--- config.mk ---
export PLATFORM = sky130hd
export DESIGN_NAME = waypoint_seek_step_unit_flat
export DESIGN_NICKNAME = d
export VERILOG_FILES = /design/src/wseek_pkg.sv /design/src/wseek_item_if.sv /design/src/wseek_result_if.sv /design/src/waypoint_seek_step_unit.sv /design/src/flat_wrapper.sv
export SDC_FILE = /design/constraint.sdc
export NUM_CORES = 2
export LEC_CHECK = 0
export BUFFER_PORTS_ARGS = -buffer_cell sky130_fd_sc_hd__clkbuf_2
export CORE_MARGIN = 2
export CORE_UTILIZATION = 45
export CTS_BUF_LIST = sky130_fd_sc_hd__clkbuf_4 sky130_fd_sc_hd__clkbuf_8
export DETAILED_ROUTE_END_ITERATION = 8
export PLACE_DENSITY_LB_ADDON = 0.05
export SKIP_CTS_REPAIR_TIMING = 1
export SKIP_LAST_GASP = 1
export SLEW_MARGIN = 20
export SYNTH_ARGS = -nofsm -noshare
export SYNTH_HDL_FRONTEND = slang
export SYNTH_SLANG_ARGS = --single-unit
--- constraint.sdc ---
create_clock -name clk -period 18.5 [get_ports clk]
set_input_delay 1.85 -clock clk [delete_from_list [all_inputs] [get_ports clk]]
set_output_delay 1.85 -clock clk [all_outputs]
set_load 0.005 [all_outputs]
--- src/wseek_pkg.sv ---
package wseek_pkg;

	// Item kind carried in the action field of an input word.
	localparam logic ACT_ADD  = 1'b0;
	localparam logic ACT_STEP = 1'b1;

	// Unit step decision on one axis.
	typedef struct packed {
		logic inc;
		logic dec;
	} step_t;

endpackage

--- src/wseek_item_if.sv ---
interface wseek_item_if #(
	parameter int COORD_BITS = 12
);
	logic                  valid;
	logic                  ready;
	logic                  action;
	logic [COORD_BITS-1:0] wp_x;
	logic [COORD_BITS-1:0] wp_y;
	logic [COORD_BITS-1:0] wp_radius;
	logic [COORD_BITS-1:0] pos_x;
	logic [COORD_BITS-1:0] pos_y;

	modport source (
		output valid, action, wp_x, wp_y, wp_radius, pos_x, pos_y,
		input  ready
	);
	modport sink (
		input  valid, action, wp_x, wp_y, wp_radius, pos_x, pos_y,
		output ready
	);
endinterface

--- src/wseek_result_if.sv ---
interface wseek_result_if #(
	parameter int COORD_BITS = 12
);
	logic                  valid;
	logic                  ready;
	logic                  has_destination;
	logic [COORD_BITS-1:0] desired_x;
	logic [COORD_BITS-1:0] desired_y;
	logic                  overflow;

	modport source (
		output valid, has_destination, desired_x, desired_y, overflow,
		input  ready
	);
	modport sink (
		input  valid, has_destination, desired_x, desired_y, overflow,
		output ready
	);
endinterface

--- src/waypoint_seek_step_unit.sv ---
// A word accepted on item is registered in the input stage, then in the result stage, before it shows on result.
// Throughput: one word per cycle unless result stalls; the destination compare, the pop from the
//   waypoint queue and both unit steps all settle between the input stage and the result stage.
// Stalls on result back up through the result stage and then the input stage.
// Reset (arst_n low): queue empty, no destination, desired position zero, both stages empty.
//   Queue storage itself is not reset; an entry is only read after it has been written.
module waypoint_seek_step_unit
	import wseek_pkg::*;
#(
	parameter int WAYPOINTS  = 16,
	parameter int COORD_BITS = 12
) (
	input  logic            clk,
	input  logic            arst_n,
	wseek_item_if.sink      item,
	wseek_result_if.source  result
);

	localparam int C   = COORD_BITS;
	localparam int EW  = 3 * C;                    // packed entry: r | y | x
	localparam int CW  = $clog2(WAYPOINTS + 1);    // fill count holds 0..WAYPOINTS
	localparam int SQW = 2 * C;                    // square of a C-bit magnitude
	localparam logic [C-1:0]  CMAX  = {C{1'b1}};
	localparam logic [CW-1:0] CFULL = CW'(WAYPOINTS);

	// ------------------------------------------------------------------
	// Input stage
	// ------------------------------------------------------------------
	logic         valid_s1;
	logic         action_s1;
	logic [C-1:0] wp_x_s1, wp_y_s1, wp_r_s1;
	logic [C-1:0] pos_x_s1, pos_y_s1;

	logic valid_s2;
	logic adv_s2;

	assign adv_s2     = valid_s1 && (!valid_s2 || result.ready);
	assign item.ready = !valid_s1 || adv_s2;

	always_ff @(posedge clk or negedge arst_n) begin
		if (!arst_n) begin
			valid_s1 <= 1'b0;
		end else if (item.ready) begin
			valid_s1 <= item.valid;
		end
	end

	always_ff @(posedge clk) begin
		if (item.valid && item.ready) begin
			action_s1 <= item.action;
			wp_x_s1   <= item.wp_x;
			wp_y_s1   <= item.wp_y;
			wp_r_s1   <= item.wp_radius;
			pos_x_s1  <= item.pos_x;
			pos_y_s1  <= item.pos_y;
		end
	end

	// ------------------------------------------------------------------
	// Agent state
	// ------------------------------------------------------------------
	logic [CW-1:0] count_q;
	logic [EW-1:0] dest_q;
	logic          dest_valid_q;
	logic [C-1:0]  held_x_q, held_y_q;

	// Waypoint queue as a shift line: the front always sits in entry 0.
	logic [EW-1:0] fifo_q [WAYPOINTS];
	logic [EW-1:0] front;
	assign front = fifo_q[0];

	// ------------------------------------------------------------------
	// Distance and unit-step math, for the current destination and for
	// the queue front in parallel, so no square depends on another.
	// ------------------------------------------------------------------
	function automatic logic [C-1:0] abs_diff(input logic [C-1:0] a, input logic [C-1:0] b);
		abs_diff = (a >= b) ? (a - b) : (b - a);
	endfunction

	function automatic step_t unit_step(
		input logic [SQW-1:0] sq_d, input logic [SQW-1:0] sq_e,
		input logic [C-1:0] tgt, input logic [C-1:0] pos
	);
		logic [SQW+1:0] three_d;
		step_t          s;
		three_d = {2'b00, sq_d} + {1'b0, sq_d, 1'b0};
		s.inc   = 1'b0;
		s.dec   = 1'b0;
		if (three_d >= {2'b00, sq_e}) begin
			s.inc = tgt > pos;
			s.dec = tgt < pos;
		end
		unit_step = s;
	endfunction

	function automatic logic [C-1:0] apply_step(input logic [C-1:0] pos, input step_t s);
		apply_step = pos;
		if (s.inc && pos != CMAX)
			apply_step = pos + 1'b1;
		else if (s.dec && pos != '0)
			apply_step = pos - 1'b1;
	endfunction

	logic [C-1:0]   dest_x, dest_y, dest_r, front_x, front_y;
	logic [C-1:0]   adx_d, ady_d, adx_f, ady_f;
	logic [SQW-1:0] sqx_d, sqy_d, sqx_f, sqy_f, sq_r;
	logic [SQW:0]   dist_d;
	logic           reached, take, is_step;
	step_t          stx_d, sty_d, stx_f, sty_f;

	assign dest_x  = dest_q[C-1:0];
	assign dest_y  = dest_q[2*C-1:C];
	assign dest_r  = dest_q[3*C-1:2*C];
	assign front_x = front[C-1:0];
	assign front_y = front[2*C-1:C];

	assign adx_d = abs_diff(dest_x, pos_x_s1);
	assign ady_d = abs_diff(dest_y, pos_y_s1);
	assign adx_f = abs_diff(front_x, pos_x_s1);
	assign ady_f = abs_diff(front_y, pos_y_s1);

	assign sqx_d = SQW'(adx_d) * SQW'(adx_d);
	assign sqy_d = SQW'(ady_d) * SQW'(ady_d);
	assign sqx_f = SQW'(adx_f) * SQW'(adx_f);
	assign sqy_f = SQW'(ady_f) * SQW'(ady_f);
	assign sq_r  = SQW'(dest_r) * SQW'(dest_r);

	assign dist_d  = {1'b0, sqx_d} + {1'b0, sqy_d};
	assign reached = dest_valid_q && (dist_d < {1'b0, sq_r});

	assign is_step = action_s1 == ACT_STEP;
	// Move on to the queue front when the goal is reached or missing and the queue is not empty.
	assign take    = is_step && (reached || !dest_valid_q) && (count_q != '0);

	assign stx_d = unit_step(sqx_d, sqy_d, dest_x, pos_x_s1);
	assign sty_d = unit_step(sqy_d, sqx_d, dest_y, pos_y_s1);
	assign stx_f = unit_step(sqx_f, sqy_f, front_x, pos_x_s1);
	assign sty_f = unit_step(sqy_f, sqx_f, front_y, pos_y_s1);

	// ------------------------------------------------------------------
	// Next state
	// ------------------------------------------------------------------
	logic          do_add, overflow_n, push, pop;
	logic [EW-1:0] push_word;
	logic [CW-1:0] count_n, count_m1;
	logic          dest_valid_n;
	logic [C-1:0]  held_x_n, held_y_n;

	assign do_add     = !is_step && (count_q != CFULL);
	assign overflow_n = !is_step && (count_q == CFULL);
	assign pop        = adv_s2 && take;
	// An empty destination is never recycled into the queue.
	assign push       = adv_s2 && (do_add || (take && dest_valid_q));
	assign push_word  = is_step ? dest_q : {wp_r_s1, wp_y_s1, wp_x_s1};
	assign count_m1   = count_q - 1'b1;

	always_comb begin
		count_n = count_q;
		if (push && !pop)
			count_n = count_q + 1'b1;
		else if (pop && !push)
			count_n = count_m1;
	end

	always_comb begin
		dest_valid_n = dest_valid_q;
		held_x_n     = held_x_q;
		held_y_n     = held_y_q;
		if (is_step) begin
			if (take) begin
				dest_valid_n = 1'b1;
				held_x_n     = apply_step(pos_x_s1, stx_f);
				held_y_n     = apply_step(pos_y_s1, sty_f);
			end else if (dest_valid_q) begin
				held_x_n     = apply_step(pos_x_s1, stx_d);
				held_y_n     = apply_step(pos_y_s1, sty_d);
			end
		end
	end

	always_ff @(posedge clk or negedge arst_n) begin
		if (!arst_n) begin
			count_q      <= '0;
			dest_q       <= '0;
			dest_valid_q <= 1'b0;
			held_x_q     <= '0;
			held_y_q     <= '0;
		end else if (adv_s2) begin
			count_q      <= count_n;
			dest_valid_q <= dest_valid_n;
			held_x_q     <= held_x_n;
			held_y_q     <= held_y_n;
			if (take)
				dest_q <= front;
		end
	end

	// Queue storage: pop shifts toward entry 0, push writes just past the last entry.
	for (genvar i = 0; i < WAYPOINTS; i++) begin : g_fifo
		localparam logic [CW-1:0] IDX = CW'(i);
		if (i < WAYPOINTS - 1) begin : g_mid
			always_ff @(posedge clk) begin
				if (pop) begin
					fifo_q[i] <= (push && IDX == count_m1) ? push_word : fifo_q[i+1];
				end else if (push && IDX == count_q) begin
					fifo_q[i] <= push_word;
				end
			end
		end else begin : g_last
			always_ff @(posedge clk) begin
				if (pop) begin
					if (push && IDX == count_m1)
						fifo_q[i] <= push_word;
				end else if (push && IDX == count_q) begin
					fifo_q[i] <= push_word;
				end
			end
		end
	end

	// ------------------------------------------------------------------
	// Result stage
	// ------------------------------------------------------------------
	logic         has_dest_s2, ovf_s2;
	logic [C-1:0] des_x_s2, des_y_s2;

	always_ff @(posedge clk or negedge arst_n) begin
		if (!arst_n) begin
			valid_s2 <= 1'b0;
		end else if (adv_s2) begin
			valid_s2 <= 1'b1;
		end else if (result.ready) begin
			valid_s2 <= 1'b0;
		end
	end

	always_ff @(posedge clk) begin
		if (adv_s2) begin
			has_dest_s2 <= dest_valid_n;
			des_x_s2    <= held_x_n;
			des_y_s2    <= held_y_n;
			ovf_s2      <= overflow_n;
		end
	end

	assign result.valid           = valid_s2;
	assign result.has_destination = has_dest_s2;
	assign result.desired_x       = des_x_s2;
	assign result.desired_y       = des_y_s2;
	assign result.overflow        = ovf_s2;

	// ------------------------------------------------------------------
	// Checks
	// ------------------------------------------------------------------
	a_count_range: assert property (@(posedge clk) disable iff (!arst_n)
		count_q <= CFULL)
		else $error("queue fill count beyond depth");

	a_dest_sticky: assert property (@(posedge clk) disable iff (!arst_n)
		!$fell(dest_valid_q))
		else $error("destination lost after being set");

	a_step_no_ovf: assert property (@(posedge clk) disable iff (!arst_n)
		(adv_s2 && is_step) |=> !ovf_s2)
		else $error("overflow flagged on a step word");

	a_count_delta: assert property (@(posedge clk) disable iff (!arst_n)
		!adv_s2 |=> $stable(count_q))
		else $error("fill count moved without an advancing word");

	a_full_drop: assert property (@(posedge clk) disable iff (!arst_n)
		(adv_s2 && !is_step && count_q == CFULL) |=> count_q == CFULL)
		else $error("add on a full queue changed the fill count");

endmodule

--- src/flat_wrapper.sv ---
// flat-port wrapper written by rule: the top's interface ports become plain ports
module waypoint_seek_step_unit_flat import wseek_pkg::*;
#(
	parameter int WAYPOINTS  = 16,
	parameter int COORD_BITS = 12
)
  (clk, arst_n, item_valid, item_action, item_wp_x, item_wp_y, item_wp_radius, item_pos_x, item_pos_y, item_ready, result_valid, result_has_destination, result_desired_x, result_desired_y, result_overflow, result_ready);
  wseek_item_if #(.COORD_BITS(COORD_BITS)) item_i ();
  wseek_result_if #(.COORD_BITS(COORD_BITS)) result_i ();
  input  logic clk;
  input  logic arst_n;
  input wire logic [$bits(item_i.valid)-1:0] item_valid;
  input wire logic [$bits(item_i.action)-1:0] item_action;
  input wire logic [$bits(item_i.wp_x)-1:0] item_wp_x;
  input wire logic [$bits(item_i.wp_y)-1:0] item_wp_y;
  input wire logic [$bits(item_i.wp_radius)-1:0] item_wp_radius;
  input wire logic [$bits(item_i.pos_x)-1:0] item_pos_x;
  input wire logic [$bits(item_i.pos_y)-1:0] item_pos_y;
  output wire logic [$bits(item_i.ready)-1:0] item_ready;
  output wire logic [$bits(result_i.valid)-1:0] result_valid;
  output wire logic [$bits(result_i.has_destination)-1:0] result_has_destination;
  output wire logic [$bits(result_i.desired_x)-1:0] result_desired_x;
  output wire logic [$bits(result_i.desired_y)-1:0] result_desired_y;
  output wire logic [$bits(result_i.overflow)-1:0] result_overflow;
  input wire logic [$bits(result_i.ready)-1:0] result_ready;
  assign item_i.valid = item_valid;
  assign item_i.action = item_action;
  assign item_i.wp_x = item_wp_x;
  assign item_i.wp_y = item_wp_y;
  assign item_i.wp_radius = item_wp_radius;
  assign item_i.pos_x = item_pos_x;
  assign item_i.pos_y = item_pos_y;
  assign item_ready = item_i.ready;
  assign result_valid = result_i.valid;
  assign result_has_destination = result_i.has_destination;
  assign result_desired_x = result_i.desired_x;
  assign result_desired_y = result_i.desired_y;
  assign result_overflow = result_i.overflow;
  assign result_i.ready = result_ready;
  waypoint_seek_step_unit #(.WAYPOINTS(WAYPOINTS), .COORD_BITS(COORD_BITS)) u_core (.clk(clk), .arst_n(arst_n), .item(item_i), .result(result_i));
endmodule
# [Word level (Yosys, flattened, before mapping)]
# Memories as Yosys holds them, arrays and structs flattened.
# Index checks and enable logic that the tools add are counted.
[word_totals] elab_cells=293 ramBits=576 ff_bits=155 mem_count=1 output_inout_bits=28 input_bits=65
[classes] n_bitwise=16 n_reduce_logical=71 muxes=113 add_sub_neg=19 multipliers=5 n_eq_ne=34 order_cmp=17
[memory_table] name="u_core.fifo_q" depth=16 width=36 read_ports=16 rd_clocked_by_memory_dff=0 write_ports=16 line_no="waypoint_seek_step_unit.sv:68" text="logic [EW-1:0] fifo_q [WAYPOINTS];"
[ops] op="$mux 36" count=32
[ops] op="$mux 12" count=18
[ops] op="$mul 12x12->24" count=5
[ops] op="$add 24x25->26" count=4
[ops] op="$ge 26x24->1" count=4
[ops] op="$sub 12x12->12" count=8
[ops] op="$eq 4x5->1 const A" count=16
[ops] op="$mux 1" count=57
[ops] op="$logic_and 1x1->1" count=52
[ops] op="$ge 12x12->1" count=4
[ops] op="$gt 12x12->1" count=4
[ops] op="$lt 12x12->1" count=4
[ops] op="$eq 3x5->1 const A" count=8
[ops] op="$add 24x24->25" count=1
[ops] op="$lt 25x24->1" count=1
[ops] op="$add 12x1->12 const B" count=2
[ops] op="$ne 12x12->1 const B" count=2
[ops] op="$reduce_bool 12->1" count=2
[ops] op="$sub 12x1->12 const B" count=2
[ops] op="$eq 2x5->1 const A" count=4
[ops] op="$or 1x1->1" count=16
[ops] op="$eq 1x5->1 const A" count=2
[ops] op="$logic_not 5->1" count=2
[ops] op="$mux 5" count=2
[ops] op="other kinds (10)" count=23

# [Depth between registers and ports, before layout]
[logic_depth] ltp_word=17 ltp_mapped=61 depth_no_buf=59

# [Worst setup path before layout]
# OpenSTA, ideal clock, no wires.
[synth_timing] kind="register to register" start="reg u_core.pos_y_s1[1]" end="mem u_core.fifo_q[0][252] (netlist name) (enable)" arrival_ns=13.961 setup_ns=0.479 stages_incl_launch_ff=52 required_ns=18.021 slack_ns=4.060 period_less_slack_ns=14.440 n_path_buf=1 cell_sequence="edfxtp_1 -> inv_1 -> fa_1 -> a21o_1 -> a221o_1 -> a21bo_2 -> o22ai_2 -> buf_2 -> mux2i_1 -> o221ai_1 -> a221oi_1 -> o21ai_1 -> a221o_1 -> a221o_1 -> xnor2_2 -> inv_1 -> nand2_1 -> fa_1 -> (+16 left out) -> nor2_1 -> o21ai_0 -> nand2b_1 -> a21oi_1 -> o21bai_1 -> a21oi_1 -> xnor2_1 -> ha_1 -> a211oi_1 -> o211ai_1 -> nor3_1 -> a21oi_1 -> o31ai_1 -> o211ai_2 -> o21ai_2 -> and3_1 -> nand2_1 -> o21ai_0"
[synth_rtl] item="start: declaration" line_no="waypoint_seek_step_unit.sv:32" text="logic [C-1:0] pos_x_s1, pos_y_s1;"
[synth_rtl] item="start signal: assignment" line_no="waypoint_seek_step_unit.sv:55" text="pos_y_s1 <= item.pos_y;"
[synth_rtl] item="end: declaration" line_no="waypoint_seek_step_unit.sv:68"

==> results_dict.tcl <==
set metrics [dict create \
    status "completed" \
    fin_skew_ns 0.0566 \
    clk_pin_slew_ns 0.07 \
    hold_end "u_core.dest_q[24]" \
    yosysWarnings 0 \
    vias 44172 \
    end_kind "flop" \
    synth_cells 6106 \
    coreArea_sq_um 141000 \
    cp.required_ns 19.02 \
    timing.rr.end "u_core.fifo_q[0][112]" \
    fmax_ghz 0.0628 \
    regArea_sq_um 21600 \
    critPathSlowestCell "edfxtp_1" \
    wirelength_um 162000 \
    holdCritPathClass "flop to flop" \
    synth.cell_area_sq_um 63700 \
    async_flop_share_pct 9.30 \
    via_per_inst 5.42 \
    multi_input_area_sq_um 38000 \
    startpoint_type "flop" \
    drc_errors 0 \
    ant_nets 0 \
    layout_setup_ws_ns 2.59 \
    initial_utilization_pct 45.2 \
    grt_overflow 0 \
    grt_usage_pct 22.5 \
    cap_violations 0 \
    fp.dieH_um 380 \
    cp_num_buf_inv 11 \
    cts_root_buffer "clkbuf_8" \
    holdPathStages 2 \
    cp_max_fo 68 \
    ys_ff_latch 731 \
    nFillCells 13258 \
    path_common_cell "inv_1" \
    grt_max_degree 73 \
    worstSetupPathType "flop to flop" \
    routedWlPerCell_um 19.9 \
    syn_area_per_cell_sq_um 10.4 \
    r2r_setup_slack_ns 2.59 \
    firstDrtPassIters 5 \
    nNetsFinal 7248 \
    cts_buffer_depth 3 \
    post-dp-hpwl_um 125000 \
    slew_headroom_pct 27.9 \
    hold_viol_final 0 \
    drt-initial-drc-count 2638 \
    drive_gt1_share_pct 13.6 \
    clock-sinks 731 \
    cts_tree "yes" \
    fp.dieW_um 380 \
    yosysSeqAreaShare_pct 33.9 \
    antenna_found_initial 7 \
    grt_pass1_vias 44858 \
    htree_num_levels 3 \
    dominantRegCellSynth "edfxtp_1" \
    synth_edf_count 663 \
    final_util_pct 48.6 \
    synth_area_leaders "edfxtp_1 (31%), fa_1 (13%), ha_1 (12%)" \
    path_delay_family "compound AO/OA/AOI/OAI gates" \
    rr_startpoint "u_core.pos_y_s1[1]" \
    worstPathArrival_ns 16.43 \
    syn_to_final_growth_pct 7.67 \
    yosysMostFrequentCell "inv_1" \
    num_io_pins 93 \
    worstMarginPinSlew_ns 1.08 \
    rows 138 \
    slew_viol_final 0 \
    finalSetupViolCount 0 \
    ys_types 120 \
    portBuffers 92 \
    place.gp.congestion 0.896 \
    clk_latency_ns 0.80 \
    pre_cts_slack_ns 2.60 \
    netlist.area_leader.share_pct 31.3 \
    reg2regPathDepth 58 \
    min_from "u_core.fifo_q[0][24]" \
    die-area_sq_um 145000 \
    fin_crit_sh_pct 86.0 \
    fin_crit_ns 15.91 \
    syn-num-nets 7188 \
    grt_first_pass_wirelength_um 258000 \
    rsz0062_at_grt "false" \
    cts_inserted_buffers 111 \
    synthTopCellsByCount "inv_1 (856), edfxtp_1 (663), ha_1 (610)" \
    yosys.area.top_type "edfxtp_1" \
    tns_ns 0 \
    slowest_delay_ns 0.66 \
]
-- logic make-up after synthesis --
kind of cell | count (synthesis) | share of synthesized area [%]
multiplexers | 487 | 8.75
flip-flops | 731 | 33.9
adder cells (fa/ha/maj) | 1018 | 24.8
AO/OA/AOI/OAI | 1138 | 11.9
buffers and inverters | 1093 | 6.83
AND/OR/NAND/NOR | 1375 | 10.1
XOR/XNOR | 264 | 3.67
-- cell type report --
class,instances,area share (%)
Antenna cell,3,0.0109
Clock inverter,53,0.576
Timing Repair Buffer,177,1.61
Tap cell,1890,3.45
Clock buffer,153,2.73
Sequential cell,731,31.5
Multi-Input combinational cell,4282,55.4
Inverter,863,4.72
-- metal layers --
metal  up-vias  wire length (um)  global-route usage [%]
met5         -                 0                       0
met1     21826             76500                    31.6
met3       186              5930                    2.11
li1      21288                 -                       -
met4         0              3220                    5.36
met2       872             76700                    37.5
-- cells in the final DEF, fill, tap and decap left out, types with 20 or more instances in the layout --
cell type / Yosys / final
o31ai_1: 20 / 20
a211o_1: 22 / 22
inv_1: 856 / 854
mux2_1: 66 / 66
o21bai_1: 37 / 37
a31oi_1: 26 / 26
o21a_1: 39 / 39
o21ai_0: 262 / 247
o211ai_1: 25 / 25
mux2_4: 45 / 45
or2_2: 44 / 44
and3_1: 37 / 37
a21oi_1: 325 / 324
a21o_1: 119 / 117
clkinv_1: 3 / 26
and2_1: 74 / 73
clkbuf_4: 0 / 37
dfrtp_1: 68 / 68
ha_1: 610 / 610
xnor2_1: 175 / 173
nand3_1: 62 / 62
nor2b_1: 54 / 54
mux2i_1: 72 / 71
nor3_1: 84 / 84
nand4_1: 40 / 40
clkbuf_2: 0 / 91
clkbuf_8: 0 / 116
nand2_1: 398 / 398
edfxtp_1: 663 / 663
nor2_1: 431 / 428
buf_4: 3 / 86
a211oi_1: 37 / 37
fa_1: 407 / 407
mux2_2: 303 / 303
nand2b_1: 75 / 75
xor2_1: 86 / 85
or3_1: 23 / 23
-- sequential cells by signal (all words and copies together) (netlist names), 5 cells and up --
signal / count
u_core.count_q: 5
u_core.dest_q: 36
u_core.fifo_q: 576
u_core.held_x_q: 12
u_core.held_y_q: 12
u_core.pos_x_s1: 12
u_core.pos_y_s1: 12
u_core.result.desired_x: 12
u_core.result.desired_y: 12
u_core.wp_r_s1: 12
u_core.wp_x_s1: 12
u_core.wp_y_s1: 12
-- worst max path at each step --
stage                     slack [ns]  cells past startpoint                    end          startpoint
after floorplan                 4.06                     51  u_core.fifo_q[0][252]  u_core.pos_y_s1[1]
after detailed placement        2.60                     58  u_core.fifo_q[0][112]  u_core.pos_y_s1[1]
final                           2.59                     58  u_core.fifo_q[0][112]  u_core.pos_y_s1[1]
after global placement          2.86                     58  u_core.fifo_q[0][112]  u_core.pos_y_s1[1]
after global routing            1.49                     58  u_core.fifo_q[0][112]  u_core.pos_y_s1[1]
after CTS                       2.56                     58  u_core.fifo_q[0][112]  u_core.pos_y_s1[1]
-- stage by stage --
step                cells  area [sq um]  hold slack (ns)
global placement     7943         66300            0.422
floorplan            6106         63700            0.415
detailed placement   7943         66300            0.422
CTS                  8149         68600            0.395
global route         8151         68600            0.420
finish               8152         68600            0.395
-- tightest hold or removal path, cell delays in order, from the launching register on --
cell and delay [ns]:
edfxtp_1 0.32, nand2_1 0.05, nand2_1 0.05
Power is not shown: default switching activity piles up to over one toggle a cycle in this logic, so the estimate is an artifact.
